==> config.mk <==
export PLATFORM = sky130hd
export DESIGN_NAME = ipv6_text_address_parser_top
export DESIGN_NICKNAME = d
export VERILOG_FILES = /design/src/ipv6p_pkg.sv /design/src/ipv6p_consume.sv /design/src/ipv6p_assemble.sv /design/src/ipv6_text_address_parser_top.sv
export SDC_FILE = /design/constraint.sdc
export NUM_CORES = 1
export LEC_CHECK = 0
export BUFFER_PORTS_ARGS = -buffer_cell sky130_fd_sc_hd__buf_2
export CORE_MARGIN = 8
export CORE_UTILIZATION = 35
export CTS_BUF_LIST = sky130_fd_sc_hd__clkbuf_8
export DETAILED_ROUTE_END_ITERATION = 16
export PLACE_DENSITY = 0.59
export SLEW_MARGIN = 20
export SYNTH_ARGS = -nofsm -noshare
export SYNTH_HDL_FRONTEND = slang
export SYNTH_SLANG_ARGS = --single-unit
==> constraint.sdc <==
create_clock -name i_clk -period 6.28 [get_ports i_clk]
set_clock_uncertainty 0.15 [all_clocks]
set_input_delay 0.314 -clock i_clk [delete_from_list [all_inputs] [get_ports i_clk]]
set_output_delay 0.314 -clock i_clk [all_outputs]
set_load 0.02 [all_outputs]
==> src/ipv6p_pkg.sv <==
// ----------------------------------------------------------------------------
// ipv6p_pkg
// Types and constants shared by the IPv6 text address parser.
// ----------------------------------------------------------------------------
package ipv6p_pkg;

    localparam int NUM_GROUPS = 8;
    localparam int GROUP_W    = 16;

    typedef logic [NUM_GROUPS-1:0][GROUP_W-1:0] t_groups;

    typedef struct packed {
        t_groups    groups;
        logic [3:0] index;
        logic       after_sep;
        logic       seen_comp;
        logic [2:0] comp_pos;
        logic [1:0] err;
    } t_parse_st;

    localparam t_parse_st PARSE_RESET = '0;

    localparam logic [1:0] STATUS_OK          = 2'd0;
    localparam logic [1:0] STATUS_DOUBLE_COMP = 2'd1;
    localparam logic [1:0] STATUS_BAD_SEP     = 2'd2;

    localparam logic [7:0] CHAR_COLON   = 8'h3A;
    localparam logic [7:0] CHAR_0       = 8'h30;
    localparam logic [7:0] CHAR_9       = 8'h39;
    localparam logic [7:0] CHAR_LOWER_A = 8'h61;
    localparam logic [7:0] CHAR_LOWER_Z = 8'h7A;
    localparam logic [7:0] CHAR_UPPER_A = 8'h41;
    localparam logic [7:0] CHAR_UPPER_Z = 8'h5A;
    localparam logic [7:0] LETTER_BASE  = 8'd10;

endpackage

==> src/ipv6p_consume.sv <==
// ----------------------------------------------------------------------------
// ipv6p_consume
// Next parse state for one character: digit accumulation or separator handling.
// ----------------------------------------------------------------------------
module ipv6p_consume
    import ipv6p_pkg::*;
(
    input  t_parse_st  i_st,
    input  logic [7:0] i_char_code,
    output t_parse_st  o_st
);

    logic [7:0]  digit;
    logic        is_digit;
    logic [3:0]  next_index;
    logic [15:0] cur_group;

    always_comb begin
        is_digit = 1'b1;
        if (i_char_code >= CHAR_0 && i_char_code <= CHAR_9) begin
            digit = i_char_code - CHAR_0;
        end else if (i_char_code >= CHAR_LOWER_A && i_char_code <= CHAR_LOWER_Z) begin
            digit = i_char_code - CHAR_LOWER_A + LETTER_BASE;
        end else if (i_char_code >= CHAR_UPPER_A && i_char_code <= CHAR_UPPER_Z) begin
            digit = i_char_code - CHAR_UPPER_A + LETTER_BASE;
        end else begin
            digit    = 8'd0;
            is_digit = 1'b0;
        end
    end

    assign next_index = i_st.index + 4'd1;
    assign cur_group  = i_st.groups[i_st.index[2:0]];

    always_comb begin
        o_st = i_st;
        // hold everything once an error is latched
        if (i_st.err == STATUS_OK) begin
            if (is_digit) begin
                o_st.after_sep = 1'b0;
                // letters past f carry into the upper nibbles
                o_st.groups[i_st.index[2:0]] = {cur_group[11:0], 4'h0} + {8'h00, digit};
            end else begin
                o_st.index = next_index;
                if (i_st.after_sep && i_st.seen_comp) begin
                    o_st.err = STATUS_DOUBLE_COMP;
                end else begin
                    if (i_st.after_sep) begin
                        o_st.seen_comp = 1'b1;
                        o_st.comp_pos  = i_st.index[2:0];
                    end
                    o_st.after_sep = 1'b1;
                    if (i_char_code != CHAR_COLON || next_index >= 4'(NUM_GROUPS)) begin
                        o_st.err = STATUS_BAD_SEP;
                    end
                end
            end
        end
    end

endmodule

==> src/ipv6p_assemble.sv <==
// ----------------------------------------------------------------------------
// ipv6p_assemble
// Expand the double colon and pack the eight groups into two 64-bit halves.
// ----------------------------------------------------------------------------
module ipv6p_assemble
    import ipv6p_pkg::*;
(
    input  t_parse_st   i_st,
    output logic [63:0] o_addr_high,
    output logic [63:0] o_addr_low
);

    t_groups addr;

    always_comb begin
        logic [4:0] src_sum;
        logic [2:0] src;
        addr    = '0;
        src_sum = '0;
        src     = '0;
        for (int j = 0; j < NUM_GROUPS; j++) begin
            if (!i_st.seen_comp) begin
                addr[j] = i_st.groups[j];
            end else if (3'(j) < i_st.comp_pos) begin
                addr[j] = i_st.groups[j];
            end else begin
                // groups after the gap slide to the tail
                src_sum = 5'(j) + {2'b00, i_st.index[2:0]} + 5'd1;
                src     = src_sum[2:0];
                if (src_sum[3] && src > i_st.comp_pos) begin
                    addr[j] = i_st.groups[src];
                end
            end
        end
        if (i_st.err != STATUS_OK) begin
            addr = '0;
        end
    end

    assign o_addr_high = {addr[0], addr[1], addr[2], addr[3]};
    assign o_addr_low  = {addr[4], addr[5], addr[6], addr[7]};

endmodule

==> src/ipv6_text_address_parser_top.sv <==
// ----------------------------------------------------------------------------
// ipv6_text_address_parser_top
// Path: each character is held in the input register; a last character then writes the result register.
// Throughput: one character per cycle, unless a last character waits on a stalled result register.
// Reset: synchronous, active low; clears the parse state and both valid flags.
// ----------------------------------------------------------------------------
module ipv6_text_address_parser_top
    import ipv6p_pkg::*;
(
    input  logic        i_clk,
    input  logic        i_rst_n,
    input  logic        i_in_valid,
    output logic        o_in_stall,
    input  logic [7:0]  i_char_code,
    input  logic        i_last,
    output logic        o_out_valid,
    input  logic        i_out_stall,
    output logic [63:0] o_addr_high,
    output logic [63:0] o_addr_low,
    output logic [1:0]  o_status
);

    logic        r_in_valid;
    logic [7:0]  r_in_char;
    logic        r_in_last;
    t_parse_st   r_st;
    t_parse_st   n_st;
    logic        r_out_valid;
    logic [63:0] r_out_high;
    logic [63:0] r_out_low;
    logic [1:0]  r_out_status;
    logic [63:0] n_out_high;
    logic [63:0] n_out_low;
    logic        out_free;
    logic        advance;
    logic        in_accept;

    ipv6p_consume u_consume (
        .i_st        (r_st),
        .i_char_code (r_in_char),
        .o_st        (n_st)
    );

    ipv6p_assemble u_assemble (
        .i_st        (n_st),
        .o_addr_high (n_out_high),
        .o_addr_low  (n_out_low)
    );

    assign out_free   = !r_out_valid || !i_out_stall;
    // a non-last character never needs the result register
    assign advance    = r_in_valid && (!r_in_last || out_free);
    assign o_in_stall = r_in_valid && !advance;
    assign in_accept  = i_in_valid && !o_in_stall;

    always_ff @(posedge i_clk) begin
        if (!i_rst_n) begin
            r_in_valid  <= 1'b0;
            r_st        <= PARSE_RESET;
            r_out_valid <= 1'b0;
        end else begin
            if (in_accept) begin
                r_in_valid <= 1'b1;
            end else if (advance) begin
                r_in_valid <= 1'b0;
            end
            if (advance) begin
                r_st <= r_in_last ? PARSE_RESET : n_st;
            end
            if (advance && r_in_last) begin
                r_out_valid <= 1'b1;
            end else if (!i_out_stall) begin
                r_out_valid <= 1'b0;
            end
        end
    end

    always_ff @(posedge i_clk) begin
        if (in_accept) begin
            r_in_char <= i_char_code;
            r_in_last <= i_last;
        end
        if (advance && r_in_last) begin
            r_out_high   <= n_out_high;
            r_out_low    <= n_out_low;
            r_out_status <= n_st.err;
        end
    end

    assign o_out_valid = r_out_valid;
    assign o_addr_high = r_out_high;
    assign o_addr_low  = r_out_low;
    assign o_status    = r_out_status;

endmodule

==> qor.txt <==
Grt met3 use: 7.69%
Sequential Area: 0.00700 mm2
Total Wirelength: 86900 um
Die area: 0.0648 mm2
Min cycle time layout: 5.63 ns
Mapped Area: 0.0199 mm2
Fin crit share: 89.7%
Worst Setup End Kind: flop
Leakage: 0.00787 uW
Psw: 1510 uW
Hpwl dp: 62700 um
Pwr dens: 214 mW/mm2
Ys async rst share: 0%
Slew Limit Headroom: 20.5%
# resized after CTS: 0
Final Hold Viols: 0
Final setup viols: 0
Setup TNS: 0 ns
Critical Path AT: 5.83 ns
Register area share after synthesis: 35.1%
Mean Syn Cell Area: 9.70 um2
M2 GR Usage: 38.6%
Drt drc: 0
Core ar.: 0.0563 mm2
Post-synth cell types: 93
Worst Setup Start Kind: flop
Vias in the first global route: 17800
FF-to-FF setup slack: 0.65 ns
Drt via density: 6.33
Crit Path Class: flop to flop
Max VDD drop: 167 uV
Area of the multi-input gates: 0.0122 mm2
Placed insts: 2868
Layout cells sized above 1: 21.8%
GP Congestion: 0.969
Vias: 18900
Worst-case clock buffer depth: 3
Status: finished clean
Gate Count Post-Synth: 2053
Yosys warns: 0
Die width: 254 um
Syn_nets: 2103
Post-DRT Antenna Nets: 0
DRT iter0 DRCs: 2520
Worst Path Max Fanout: 41
Layout Cells excl Fill: 2977
Io pins: 145
Area grow syn2layout: 14.7%
Unrepaired setup endpoints after global routing: no
# rows: 87
Fmax: 0.177 GHz
GRT Total Usage: 25.9%
First-pass GRT wire length: 124000 um
#FFs+latches synth: 280
Pre-Repair DR Iteration Count: 5
Switching Share: 30.9%
Comb power frac: 18.8%
Worst skew pair latency: 0.67 ns
Clock group share of total power: 41.1%
WP data required: 6.47 ns
Worst-Margin Slew: 1.18 ns
CTS sink count: 280
Busiest grt layer: met2
CTS buffer count: 52
Global route overflow: 0
Hold WC Path Type: input port to flop
Final #Nets: 2227
# port buffers: 144
Largest net degree at the start of global routing: 110
Die height: 254 um
# H-tree levels: 2
Initial core utilization: 35.4%
Routed WL per cell: 29.2 um
P_int: 3370 uW
CTS Root Cell: clkbuf_8
Maxcap violations: 0
Setup Fix Bufs, Post-CTS: 0
Met1 GRT Util: 34.4%
CTS tree: built
Power share of the sequential group: 40.1%
Top_reg_cell synth: dfxtp_1
Clk slew on worst S/H paths: 0.06 ns
Post-synth EDFFs: 139
Fill cells: 5483
Initial antenna violation count: 7
Slew Viols, Final: 0
[routing by layer]
| metal | vias up | routed length, um | share of wire (%) |
|---|---|---|---|
| li1 | 8084 | - | - |
| met1 | 9165 | 34700 | 40 |
| met2 | 1345 | 37000 | 43 |
| met3 | 253 | 11000 | 13 |
| met4 | 6 | 4090 | 4.7 |
| met5 | - | 34 | 0.039 |
[flip-flops by register name (all words and copies together), names as in the netlist]
name / cells
o_addr_low: 64
o_status: 2
r_st: 139
r_in_last: 1
o_addr_high: 64
r_in_valid: 1
r_in_char: 8
o_out_valid: 1
[worst paths after layout]
kind                      from              end  cells after the start
hold / removal         i_rst_n        r_st[137]                      2
hold reg to reg    o_out_valid      o_out_valid                      2
setup reg to reg  r_in_char[5]  o_addr_high[32]                     13
setup / recovery  r_in_char[5]  o_addr_high[32]                     13
[power groups by stage]
stage / combinational, uW / clock, uW / sequential (uW)
finish: 917 / 2010 / 1960
global route: 943 / 2120 / 1960
CTS: 887 / 2040 / 1960
detailed placement: 880 / 0 / 2000
global placement: 878 / 0 / 1990
floorplan: 571 / 0 / 2010
[through the flow]
stage	worst slack [ns]	utilization [%]	hold WS, ns	instance area, um2	total power, uW
3_5_place_dp	0.777	38.3	0.342	21600	2880
5_1_grt	0.430	40.6	0.104	22800	5020
3_3_place_gp	0.788	38.3	0.340	21600	2870
6_report	0.645	40.6	0.111	22800	4880
4_1_cts	0.783	40.6	0.0761	22800	4880
2_1_floorplan	0.137	-	0.263	19900	2580
[timing repair]
| item | in CTS | in global routing |
|---|---|---|
| endpoints found under the hold margin | 11 | 0 |
| endpoints found under the setup margin | 0 | 0 |
| hold buffers | 11 | 0 |
[synthesized netlist by cell type (6+ instances only)]
master     instances  share of area [%]
nand2_1          227                4.3
mux2i_1          194                9.8
dfxtp_1          141                 14
edfxtp_1         139                 21
nor2_1           123                2.3
o21ai_0          120                3.0
nor2b_1          117                3.7
a22oi_1           99                3.7
clkbuf_1          83                1.6
mux4_2            75                8.5
a21oi_1           61                1.5
and2_1            56                1.8
mux2_2            52                2.9
buf_2             47                1.2
ha_1              36                2.3
o22ai_1           34                1.1
o221ai_1          33                1.5
o211ai_1          27                1.0
nand3_1           26               0.65
inv_1             20               0.38
buf_1             19               0.36
a21o_1            18               0.68
nand2b_1          15               0.47
nor3_1            15               0.38
o22a_1            14               0.62
a32oi_1           13               0.57
a31oi_1           12               0.38
a221o_1           11               0.55
xnor2_1           11               0.48
o21ai_1           10               0.25
o31ai_1           10               0.38
or2_2             10               0.31
or3_1             10               0.31
xor2_1             9               0.40
a211oi_1           8               0.30
a22o_1             8               0.35
o2111ai_1          8               0.35
o21a_1             8               0.30
a2111oi_0          6               0.26
a221oi_1           6               0.26
a311oi_1           6               0.26
and3_1             6               0.19
buf_4              6               0.23
o31a_1             6               0.26
[cells by family after synthesis]
family,Yosys count,synth area share (%)
compound gates,568,20.2
xor+xnor,22,1.11
fa+ha+maj,37,2.36
flops,280,35.1
buf+inv,185,3.98
mux,321,21.2
simple gates,640,16.0
[area by class of cell]
cell class	count	share of cell area (%)
Tap cell	756	4.14
Sequential cell	280	30.6
Clock inverter	35	1.42
Multi-Input combinational cell	1588	53.4
Inverter	27	0.466
Antenna cell	1	0.0110
Timing Repair Buffer	228	6.16
Clock buffer	62	3.74
[worst max-delay path: stages, from the launching register on]
cell	delay (ns)
edfxtp_1	0.51
inv_1	0.18
ha_1	0.22
o211ai_1	0.10
a21boi_1	0.37
o22ai_4	0.16
nor3_1	0.73
nor2_4	0.15
ha_2	0.40
buf_4	0.29
buf_4	0.60
mux4_2	0.66
o21ai_0	0.43
o21ai_0	0.29
[layout by cell type, fill, tap and decap left out, types with 27 or more instances in the layout]
cell / n
mux2_2: 52
mux2i_1: 194
dfxtp_1: 139
nand2_1: 226
buf_2: 143
o221ai_1: 33
and2_1: 56
o21ai_0: 119
o22ai_1: 34
inv_1: 31
buf_4: 72
a21oi_1: 59
a22oi_1: 99
mux4_2: 75
o211ai_1: 27
ha_1: 35
nor2b_1: 117
nor2_1: 121
clkbuf_8: 62
edfxtp_1: 139
(Power assumes the default switching activity.)
